$ cat src/rtl/kvrp_pkg.sv
// Package for the key-value record parser: phase codes, byte class codes,
// the parser state and result structures. No dependencies.
`default_nettype none

package kvrp_pkg;

	// Parser phase, one-hot coded.
	typedef enum logic [4:0] {
		PH_KEY_HDR = 5'b00001,
		PH_KEY     = 5'b00010,
		PH_VAL_HDR = 5'b00100,
		PH_LEN     = 5'b01000,
		PH_VAL     = 5'b10000
	} phase_t;

	typedef logic [2:0] byte_class_t;

	localparam byte_class_t CL_KEY_HDR = 3'd0;
	localparam byte_class_t CL_KEY     = 3'd1;
	localparam byte_class_t CL_VAL_HDR = 3'd2;
	localparam byte_class_t CL_LEN     = 3'd3;
	localparam byte_class_t CL_VAL     = 3'd4;
	localparam byte_class_t CL_ERROR   = 3'd5;

	// Longest big-endian length field of the long value form.
	localparam logic [6:0] MaxLenBytes = 7'd4;

	typedef struct packed {
		phase_t      phase;
		logic [31:0] remaining;
		logic        has_value;
		logic [2:0]  length_bytes_left;
		logic [31:0] length_accum;
	} state_t;

	typedef struct packed {
		byte_class_t byte_class;
		logic [7:0]  data;
		logic [31:0] value_length;
		logic        key_last;
		logic        record_end;
	} result_t;

endpackage

`default_nettype wire

$ cat src/rtl/kvrp_if.sv
// Valid/ready channel interfaces for the key-value record parser.
// Depends on kvrp_pkg for the byte class type.
`default_nettype none

interface kvrp_in_if;
	logic       valid;
	logic       ready;
	logic [7:0] in_byte;

	modport source (output valid, output in_byte, input ready);
	modport sink (input valid, input in_byte, output ready);
endinterface

interface kvrp_out_if;
	logic                 valid;
	logic                 ready;
	kvrp_pkg::byte_class_t byte_class;
	logic [7:0]           data;
	logic [31:0]          value_length;
	logic                 key_last;
	logic                 record_end;

	modport source (output valid, output byte_class, output data, output value_length,
		output key_last, output record_end, input ready);
	modport sink (input valid, input byte_class, input data, input value_length,
		input key_last, input record_end, output ready);
endinterface

`default_nettype wire

$ cat src/rtl/key_value_record_parser.sv
// Key-value record parser: labels each byte of the record stream with its role.
// A result is registered and presented in the cycle after the transfer of its byte.
// Throughput: one byte per cycle while the output is taken; the result register frees
// in the same cycle it is taken, so a stall on the output side only holds the input back.
// Reset: arst_n clears the phase to awaiting a key header, all counters to zero
// and the result register to empty. Depends on kvrp_pkg, kvrp_if, kvrp_step.
`default_nettype none

module key_value_record_parser (
	input  var logic         clk,
	input  var logic         arst_n,
	kvrp_in_if.sink          rx,
	kvrp_out_if.source       tx
);

	kvrp_pkg::state_t  state_q;
	kvrp_pkg::state_t  state_nxt;
	kvrp_pkg::result_t res_nxt;
	kvrp_pkg::result_t res_q;
	logic              out_vld_q;
	logic              rx_fire;

	kvrp_step u_step (
		.cur     (state_q),
		.in_byte (rx.in_byte),
		.nxt     (state_nxt),
		.res     (res_nxt)
	);

	assign rx.ready = !out_vld_q || tx.ready;
	assign rx_fire  = rx.valid && rx.ready;

	always_ff @(posedge clk or negedge arst_n) begin
		if (!arst_n) begin
			state_q.phase             <= kvrp_pkg::PH_KEY_HDR;
			state_q.remaining         <= '0;
			state_q.has_value         <= 1'b0;
			state_q.length_bytes_left <= '0;
			state_q.length_accum      <= '0;
			out_vld_q                 <= 1'b0;
		end else begin
			if (rx_fire) begin
				state_q <= state_nxt;
			end
			if (rx_fire) begin
				out_vld_q <= 1'b1;
			end else if (tx.ready) begin
				out_vld_q <= 1'b0;
			end
		end
	end

	always_ff @(posedge clk) begin
		if (rx_fire) begin
			res_q <= res_nxt;
		end
	end

	assign tx.valid        = out_vld_q;
	assign tx.byte_class   = res_q.byte_class;
	assign tx.data         = res_q.data;
	assign tx.value_length = res_q.value_length;
	assign tx.key_last     = res_q.key_last;
	assign tx.record_end   = res_q.record_end;

	// A transfer always leaves a result waiting in the next cycle.
	a_fire_gives_result: assert property (@(posedge clk) disable iff (!arst_n)
		rx_fire |=> out_vld_q)
		else $error("accepted byte produced no result");

	// Ending a record or flagging an error returns the parser to the key header.
	a_end_to_hdr: assert property (@(posedge clk) disable iff (!arst_n)
		rx_fire && (res_nxt.record_end || res_nxt.byte_class == kvrp_pkg::CL_ERROR)
		|=> state_q.phase == kvrp_pkg::PH_KEY_HDR)
		else $error("parser did not return to key header");

	// key_last appears only on key bytes.
	a_key_last_class: assert property (@(posedge clk) disable iff (!arst_n)
		out_vld_q && res_q.key_last |-> res_q.byte_class == kvrp_pkg::CL_KEY)
		else $error("key_last on a non-key byte");

	// An error result carries no length and ends nothing.
	a_error_clean: assert property (@(posedge clk) disable iff (!arst_n)
		out_vld_q && res_q.byte_class == kvrp_pkg::CL_ERROR
		|-> res_q.value_length == '0 && !res_q.record_end && !res_q.key_last)
		else $error("error result with stray fields");

	// A length phase never starts with an empty count.
	a_len_count: assert property (@(posedge clk) disable iff (!arst_n)
		state_q.phase == kvrp_pkg::PH_LEN |-> state_q.length_bytes_left != '0)
		else $error("length phase with no length bytes left");

endmodule

`default_nettype wire

$ cat src/rtl/kvrp_step.sv
// Next-state and result logic for one byte of the record stream.
// Purely combinational; depends on kvrp_pkg.
`default_nettype none

module kvrp_step (
	input  var kvrp_pkg::state_t  cur,
	input  var logic [7:0]        in_byte,
	output var kvrp_pkg::state_t  nxt,
	output var kvrp_pkg::result_t res
);

	logic [31:0] rem_dec;
	logic [31:0] accum_shift;
	logic [2:0]  left_dec;
	logic [6:0]  len_cnt;

	assign rem_dec     = cur.remaining - 32'd1;
	assign accum_shift = {cur.length_accum[23:0], in_byte};
	assign left_dec    = cur.length_bytes_left - 3'd1;
	assign len_cnt     = {1'b0, in_byte[5:0]} + 7'd1;

	always_comb begin
		nxt = cur;
		res.byte_class   = kvrp_pkg::CL_KEY_HDR;
		res.data         = in_byte;
		res.value_length = '0;
		res.key_last     = 1'b0;
		res.record_end   = 1'b0;

		unique case (cur.phase)
			kvrp_pkg::PH_KEY: begin
				res.byte_class = kvrp_pkg::CL_KEY;
				nxt.remaining  = rem_dec;
				if (rem_dec == '0) begin
					res.key_last = 1'b1;
					if (cur.has_value) begin
						nxt.phase = kvrp_pkg::PH_VAL_HDR;
					end else begin
						res.record_end = 1'b1;
						nxt.phase      = kvrp_pkg::PH_KEY_HDR;
					end
				end
			end
			kvrp_pkg::PH_VAL_HDR: begin
				priority if (!in_byte[7]) begin
					// Immediate value carried in the header itself.
					res.byte_class   = kvrp_pkg::CL_VAL_HDR;
					res.data         = {1'b0, in_byte[6:0]};
					res.value_length = 32'd1;
					res.record_end   = 1'b1;
					nxt.length_accum = 32'd1;
					nxt.phase        = kvrp_pkg::PH_KEY_HDR;
				end else if (!in_byte[6]) begin
					res.byte_class   = kvrp_pkg::CL_VAL_HDR;
					res.value_length = {25'd0, len_cnt};
					nxt.length_accum = {25'd0, len_cnt};
					nxt.remaining    = {25'd0, len_cnt};
					nxt.phase        = kvrp_pkg::PH_VAL;
				end else if (len_cnt > kvrp_pkg::MaxLenBytes) begin
					res.byte_class = kvrp_pkg::CL_ERROR;
					nxt.phase      = kvrp_pkg::PH_KEY_HDR;
				end else begin
					res.byte_class        = kvrp_pkg::CL_VAL_HDR;
					nxt.length_bytes_left = len_cnt[2:0];
					nxt.length_accum      = '0;
					nxt.phase             = kvrp_pkg::PH_LEN;
				end
			end
			kvrp_pkg::PH_LEN: begin
				res.byte_class        = kvrp_pkg::CL_LEN;
				nxt.length_accum      = accum_shift;
				nxt.length_bytes_left = left_dec;
				if (left_dec == '0) begin
					res.value_length = accum_shift;
					if (accum_shift == '0) begin
						// A zero length closes the record on its last length byte.
						res.record_end = 1'b1;
						nxt.phase      = kvrp_pkg::PH_KEY_HDR;
					end else begin
						nxt.remaining = accum_shift;
						nxt.phase     = kvrp_pkg::PH_VAL;
					end
				end
			end
			kvrp_pkg::PH_VAL: begin
				res.byte_class   = kvrp_pkg::CL_VAL;
				res.value_length = cur.length_accum;
				nxt.remaining    = rem_dec;
				if (rem_dec == '0) begin
					res.record_end = 1'b1;
					nxt.phase      = kvrp_pkg::PH_KEY_HDR;
				end
			end
			default: begin
				res.byte_class        = kvrp_pkg::CL_KEY_HDR;
				nxt.has_value         = in_byte[7];
				nxt.remaining         = {24'd0, 1'b0, in_byte[6:0]} + 32'd1;
				nxt.length_accum      = '0;
				nxt.length_bytes_left = '0;
				nxt.phase             = kvrp_pkg::PH_KEY;
			end
		endcase
	end

endmodule

`default_nettype wire
$ cat src/flat_wrapper.sv
// flat-port wrapper written by rule: the top's interface ports become plain ports
module key_value_record_parser_flat 
  (clk, arst_n, rx_valid, rx_in_byte, rx_ready, tx_valid, tx_byte_class, tx_data, tx_value_length, tx_key_last, tx_record_end, tx_ready);
  kvrp_in_if rx_i ();
  kvrp_out_if tx_i ();
  input  var logic clk;
  input  var logic arst_n;
  input wire logic [$bits(rx_i.valid)-1:0] rx_valid;
  input wire logic [$bits(rx_i.in_byte)-1:0] rx_in_byte;
  output wire logic [$bits(rx_i.ready)-1:0] rx_ready;
  output wire logic [$bits(tx_i.valid)-1:0] tx_valid;
  output wire logic [$bits(tx_i.byte_class)-1:0] tx_byte_class;
  output wire logic [$bits(tx_i.data)-1:0] tx_data;
  output wire logic [$bits(tx_i.value_length)-1:0] tx_value_length;
  output wire logic [$bits(tx_i.key_last)-1:0] tx_key_last;
  output wire logic [$bits(tx_i.record_end)-1:0] tx_record_end;
  input wire logic [$bits(tx_i.ready)-1:0] tx_ready;
  assign rx_i.valid = rx_valid;
  assign rx_i.in_byte = rx_in_byte;
  assign rx_ready = rx_i.ready;
  assign tx_valid = tx_i.valid;
  assign tx_byte_class = tx_i.byte_class;
  assign tx_data = tx_i.data;
  assign tx_value_length = tx_i.value_length;
  assign tx_key_last = tx_i.key_last;
  assign tx_record_end = tx_i.record_end;
  assign tx_i.ready = tx_ready;
  key_value_record_parser u_core (.clk(clk), .arst_n(arst_n), .rx(rx_i), .tx(tx_i));
endmodule
$ cat config.mk
export PLATFORM = sky130hd
export DESIGN_NAME = key_value_record_parser_flat
export DESIGN_NICKNAME = d
export VERILOG_FILES = /design/src/rtl/kvrp_pkg.sv /design/src/rtl/kvrp_if.sv /design/src/rtl/key_value_record_parser.sv /design/src/rtl/kvrp_step.sv /design/src/flat_wrapper.sv
export SDC_FILE = /design/constraint.sdc
export NUM_CORES = 1
export LEC_CHECK = 0
export BUFFER_PORTS_ARGS = -buffer_cell sky130_fd_sc_hd__buf_2
export CELL_PAD_IN_SITES_DETAIL_PLACEMENT = 0
export CELL_PAD_IN_SITES_GLOBAL_PLACEMENT = 1
export CORE_MARGIN = 2
export CORE_UTILIZATION = 33
export CTS_CLUSTER_DIAMETER = 40
export CTS_CLUSTER_SIZE = 30
export DETAILED_ROUTE_END_ITERATION = 10
export GPL_TIMING_DRIVEN = 0
export PLACE_DENSITY_LB_ADDON = 0.3
export SETUP_SLACK_MARGIN = 0.4
export SLEW_MARGIN = 20
export SYNTH_ARGS = -nofsm -noshare
export SYNTH_HDL_FRONTEND = slang
export SYNTH_SLANG_ARGS = --single-unit
export TNS_END_PERCENT = 5
$ cat constraint.sdc
create_clock -name clk -period 4.1 [get_ports clk]
set_input_delay 0.205 -clock clk [delete_from_list [all_inputs] [get_ports clk]]
set_output_delay 0.205 -clock clk [all_outputs]
set_load 0.03 [all_outputs]
==> metrics.txt, run 1 <==
Synth Area in Compound Gates 0.215; crit end category flop; vias in the first global route 5699; ant diodes 0; largest net degree at the start of global routing 54; GP Congestion 0.909; Arr. time, crit path 3800 ps; setup TNS after final layout 0 ps; Max transition margin 0.375; switching part of the total 0.355; syn_nets 696; die area 0.0207 sq mm; Non-Filler Instances 1041; io pins 59; Post-synth EDFFs 45; Distinct cells, synth 69; Area Growth Syn to Fin 20.9%; proportion of synthesized area in mux cells 0.00524; Final Cycle Share 0.855; die span in x 144 um; Tmin final 3510 ps; critical-path cell list dlygate4sd3_1 -> buf_2 -> clkbuf_1 -> inv_1 -> ha_1 -> nor4b_1 -> nand4_1 -> nor3_1 -> a211o_1 -> clkbuf_1 -> clkbuf_2 -> o21ai_0; via/cell ratio 5.59; DP Wirelength 15000 um; via count 5823; Comb pwr share 0.252; clk sinks 119; status finished, final reports clean; clk buf depth 2; H-tree levels 4; fin area 0.00779 sq mm; CP Max Fanout 10; main combinational cell family by area after synthesis compound AO/OA/AOI/OAI gates; slowest cell delay on critical path 530 ps; Ys Warns 0; Syn Area/Cell 9.52 sq um; Slew Limit Fails 0; Clock Root Buffer clkbuf_16; Maximum Capacitance Violations 0; global-route wire length before repair 32900 um; Sw Pwr 1460 uW; Post-Syn Area 0.00644 sq mm; Final setup viols 0; dpl cell area 0.00712 sq mm; hold crit path type input port to flop; worst slew pin tran 935 ps; layout cells sized above 1 0.170; register area share after synthesis 0.497; Yosys reg bits 119; Worst EP required 4390 ps; top cells by area, synth dfrtp_1, edfxtp_1, o21ai_0; initial antenna violation count 0; highest ir drop seen on vdd 0.226 mV; Peak Freq 0.285 GHz; Overall Global Routing Usage 0.210; count of final hold-check violations 0; prevailing post-synth register cell dfrtp_1; dpl cells 1002; XOR/XNOR Fraction of Synth Area 0.0163; Power Density 530 mW/mm^2; nets 782; worst-skew pair later-pin latency 430 ps; register share of total power 0.382; RSZ-0062 raised after global routing true; Leak 0.00305 uW; global route overflow 0; CTS tree built; post-DR wirelength/cell 20.0 um; initial core utilization 0.333; Final Routed Wirelength 20800 um; CP Launch Type input port; Initial DRT Pass Iterations 5; share of synthesized flip-flops with an asynchronous set or reset 0.622; Max Clock Skew 8.36 ps; Iteration-0 DRC Markers 548; adder-cell share of the synthesized area 0.0136; Die H 144 um; Detail Route Antenna Nets 0; DRC 0; CTS clk-pin slew, worst paths 60 ps; most used cell, CP clkbuf_1; Simple-Gate Fraction of Synth Area 0.210; port bufs 58; Synth top area share 0.283; Crit Path Category input port to flop; Syn Inst Count 677; core area 0.0193 sq mm; CTS Buf Count 17; clock group share of total power 0.366; dominant cell type by area after synthesis dfrtp_1; P_int 2660 uW; cell with the largest stage delay on the worst path dlygate4sd3_1; num rows 51
==> kinds of logic after synthesis <==
logic type,after synthesis
simple gates,257
compound gates,216
flops,119
buf+inv,63
xor+xnor,12
fa+ha+maj,7
mux,3
==> final timing paths <==
path | from | to | slack (ps) | cells past startpoint
min in group asynchronous | arst_n | u_core.tx.valid | 220 | 2
max reg2reg | u_core.state_q[36] | u_core.state_q[72] | 630 | 12
max | rx_in_byte[0] | u_core.state_q[50] | 590 | 12
max in group asynchronous | arst_n | u_core.state_q[68] | 3270 | 3
min reg2reg | u_core.state_q[27] | u_core.state_q[27] | 490 | 2
min | rx_in_byte[7] | u_core.tx.data[7] | 30 | 1
==> final cells by class <==
class                   instances  area (sq um)
well taps                     265           332
inverters                      17          63.8
clock inverters                15           166
fillers                      1883         11500
plain buffers                  46           211
clock buffers                  17           425
multi-input cells             495          2980
flip-flops and latches        119          3200
repair buffers                 67           410
==> registers in the layout, summed over array words and instances, names as in the netlist <==
register and cells:
u_core.state_q 73, u_core.tx.byte_class 3, u_core.tx.data 8, u_core.tx.key_last 1
u_core.tx.record_end 1, u_core.tx.valid 1, u_core.tx.value_length 32
==> power by group through the flow <==
stage	registers, uW	logic [uW]	clock network, uW
detailed placement	1590	1010	0
global placement	1590	999	0
CTS	1570	1020	1530
finish	1580	1040	1510
floorplan	1570	714	0
global route	1600	1140	1580
==> metal layers <==
| layer | vias to the layer above | GRT usage | routed length, um |
|---|---|---|---|
| met2 | 234 | 0.331 | 9590 |
| li1 | 2712 | - | - |
| met4 | 0 | 0.0759 | 393 |
| met3 | 26 | 0.0313 | 1110 |
| met5 | - | 0 | 0 |
| met1 | 2851 | 0.292 | 9680 |
==> repair_timing <==
| item | in CTS | in global routing |
|---|---|---|
| resized for setup | 0 | 3 |
| setup endpoints to repair | 0 | 12 |
| endpoints found under the hold margin | 27 | 0 |
| hold buffers | 7 | 0 |
| buffers inserted | 0 | 0 |
==> synthesized netlist by cell type, types with 8 or more instances <==
library cell / count
dfrtp_1: 73
nor4_1: 12
nand3_1: 14
o21ai_0: 95
nand2_1: 98
a21oi_1: 31
clkbuf_1: 34
nor3_1: 17
a22o_1: 25
inv_1: 17
nor2_1: 50
xnor2_1: 8
nor4_2: 8
nand4_1: 9
edfxtp_1: 45
==> per-stage QoR <==
step                      power, uW  hold slack [ps]  worst slack, ps  utilization
after CTS                      4120             11.1              405        0.402
after detailed placement       2600              135              532        0.368
after floorplan                2290            -90.6              746            -
final                          4130             34.7              593        0.403
after global routing           4330             25.8              310        0.403
after global placement         2590              399              127        0.365
==> worst max-delay path, delay by kind of cell <==
| kind | cells | cell delay, ps |
|---|---|---|
| adders and majority gates | 1 | 210 |
| and+or+nand+nor | 3 | 1070 |
| AOI/OAI and AO/OA | 2 | 380 |
| buffers and inverters | 6 | 1920 |
==> cell usage in the layout (no fill, tap or decap), types with 4 or more instances in the layout <==
cell type       n
buf_2          61
a21boi_0        5
inv_1          16
dfrtp_1        73
a31oi_1         5
buf_1           4
dlygate4sd3_1   7
a221oi_1        4
or3_1           5
clkbuf_16      17
nand3_1        14
o22ai_1         4
edfxtp_1       45
nand4_1         9
a21oi_1        31
xnor2_1         8
nor3_1         17
nand3b_1        4
clkbuf_1       33
nor2_1         50
and2_1          4
a32oi_1         7
nor4_1         12
a22o_1         25
nand2b_1        4
o31ai_1         7
xor2_1          4
inv_6           5
nor4_2          7
ha_1            7
o21ai_0        95
nand2_1        98
a221o_1         6
a32o_1          4
No activity file was read; power rests on OpenSTA's default activity.
==> run 2, diff against run 1 <==
Settings changed: CORE_ASPECT_RATIO from default to 0.8, CORE_MARGIN 2 to 4, CTS_BUF_LIST from default to sky130_fd_sc_hd__clkbuf_4 sky130_fd_sc_hd__clkbuf_8.
==> metrics.txt, run 2 (synthesis results as in run 1) <==
register share of total power 0.424 (+0.042); DP Wirelength 15400 um (+2.9%); fin util 0.398 (-0.00467); global-route wire length before repair 33200 um (+0.86%); vias in the first global route 5484 (-3.8%); filler cell count 1898 (+0.80%); initial core utilization 0.338 (+0.00433); Final Cycle Share 0.852 (-0.00368); crit end category flop; r2r worst-path depth 12 (unchanged); hold crit path type input port to flop; CP Launch Type flop; dpl cell area 0.00711 sq mm (-0.12%); GP Congestion 0.911 (+0.24%); RR Endpoint u_core.state_q[72]; port bufs 58 (unchanged); multi-input logic area 0.00298 sq mm (unchanged); ant diodes 0 (unchanged); hold endpoint u_core.tx.valid; hold path startpoint tx_ready; Worst R2R Start u_core.state_q[36]; Area Growth Syn to Fin 17.9%; RSZ-0062 raised after global routing true; commonest non-fill, non-tap cell in the layout nand2_1; CTS tree built; count of final hold-check violations 0 (unchanged); switching part of the total 0.368 (+0.0137); status finished, final reports clean; die area 0.0218 sq mm (+5.7%); Crit Path Category flop to flop; Die H 133 um (-7.5%); max reg flops 73 (unchanged); worst slew pin tran 1000 ps (+66.2 ps); Peak Freq 0.286 GHz (+0.43%); post-DR wirelength/cell 20.4 um (+2.4%); clock group share of total power 0.296 (-0.070); largest register by flop count u_core.state_q; Comb pwr share 0.279 (+0.027); Seq. cell area 0.00320 sq mm (unchanged); reg2reg setup slack 610 ps (-20 ps); Final Routed Wirelength 21200 um (+1.8%); CTS Buf Count 17 (unchanged); core area 0.0191 sq mm (-1.3%); via/cell ratio 5.69 (+1.6%); Arr. time, crit path 3830 ps (+30 ps); Worst EP required 4430 ps (+40 ps); clk buf depth 2 (unchanged); P_int 2340 uW (-12%); Sw Pwr 1360 uW (-6.8%); Initial DRT Pass Iterations 5 (unchanged); Maximum Capacitance Violations 0 (unchanged); largest net degree at the start of global routing 51 (-5.6%); setup TNS after final layout 0 ps (unchanged); initial antenna violation count 0 (unchanged); number of stages on the worst hold path 3 (+2); Clock Root Buffer clkbuf_8; Overall Global Routing Usage 0.198 (-0.0119); Power Density 488 mW/mm^2 (-8.0%); Max transition margin 0.331 (-0.0442); die span in x 164 um (+14%); Final setup viols 0 (unchanged); Detail Route Antenna Nets 0 (unchanged); Iteration-0 DRC Markers 694 (+27%); setup ws final 608 ps (+15.1 ps); clk sinks 119 (unchanged); nets 783 (+0.13%); layout cells sized above 1 0.169 (-0.00151); num rows 45 (-12%); DRC 0 (unchanged); pre-CTS setup slack 584 ps (+52.2 ps); Leak 0.00297 uW (-2.6%); Tmin final 3490 ps (-15.1 ps); io pins 59 (unchanged); worst-skew pair later-pin latency 460 ps (+30 ps); Slew Limit Fails 0 (unchanged); CTS clk-pin slew, worst paths 80 ps (+20 ps); Max Clock Skew 15.9 ps (+7.55 ps); CP Max Fanout 10 (unchanged); via count 5884 (+1.0%); commonest non-fill, non-tap cells in the layout nand2_1, o21ai_0, dfrtp_1; global route overflow 0 (unchanged); H-tree levels 4 (unchanged); highest ir drop seen on vdd 0.196 mV (-13%); fin area 0.00760 sq mm (-2.4%)
-- run 2: cell count changes in the layout (fill, tap and decap cells not counted) --
cell and change:
clkinvlp_4 -1, clkbuf_4 +2, inv_8 -1, inv_6 -5
clkinv_4 +2, clkbuf_8 +19, clkinv_1 +1, dlygate4sd3_1 +1
clkbuf_16 -17
-- run 2: how the worst max path moves through the flow --
stage,endpoint,depth (start not counted),startpoint,slack [ps]
after global placement,u_core.state_q[39],9,u_core.tx.valid,120
final,u_core.state_q[72],12,u_core.state_q[36],610
after CTS,u_core.state_q[49],12,rx_in_byte[0],490
after global routing,u_core.state_q[72],12,u_core.state_q[36],380
after floorplan,u_core.state_q[44],8,u_core.tx.valid,750
after detailed placement,u_core.state_q[72],12,u_core.state_q[36],580
-- run 2: final cells by class --
cell class,count,area share
Sequential cell,119,0.422
Multi-Input combinational cell,495,0.392
Timing Repair Buffer,68,0.0553
Tap cell,258,0.0425
Clock buffer,21,0.0364
Buffer,46,0.0278
Clock inverter,11,0.0165
Inverter,17,0.00840
-- run 2: power by group through the flow --
stage	Combinational (uW)	Sequential [uW]	Clock [uW]
6_report	1040	1570	1100
5_1_grt	1140	1590	1170
4_1_cts	1020	1570	1120
3_5_place_dp	1010	1590	0
3_3_place_gp	996	1590	0
2_1_floorplan	714	1570	0
-- run 2: worst max-delay path, stage by stage, from the launching register on --
cell and delay, ps:
dfrtp_1 480, inv_1 150, ha_1 160, buf_2 190
nor3b_2 380, nand4_1 250, buf_6 220, nor4_2 320
xnor2_1 150, nor4_2 320, nand4_2 200, a21oi_1 190
mux2_1 340
-- run 2: metrics by stage --
step / hold WS [ps] / power (uW) / instances
after floorplan: -90.6 / 2290 / 677
final: 72.5 / 3710 / 1035
after detailed placement: 159 / 2600 / 995
after global routing: 52.9 / 3910 / 1035
after global placement: 401 / 2580 / 993
after CTS: 57.1 / 3700 / 1035
-- run 2: per-layer routing --
| layer | vias up | global-route usage | wire, um |
|---|---|---|---|
| met5 | - | 0 | 0 |
| met4 | 0 | 0.0489 | 221 |
| met3 | 20 | 0.0623 | 2060 |
| met2 | 260 | 0.271 | 8850 |
| met1 | 2885 | 0.300 | 10000 |
| li1 | 2719 | - | - |
-- run 2: timing repair --
action                                  CTS  global route
hold buffers                              8             0
endpoints found under the setup margin    0             6
buffers inserted                          0             0
hold endpoints to repair                 31             0
resized for setup                         0             3
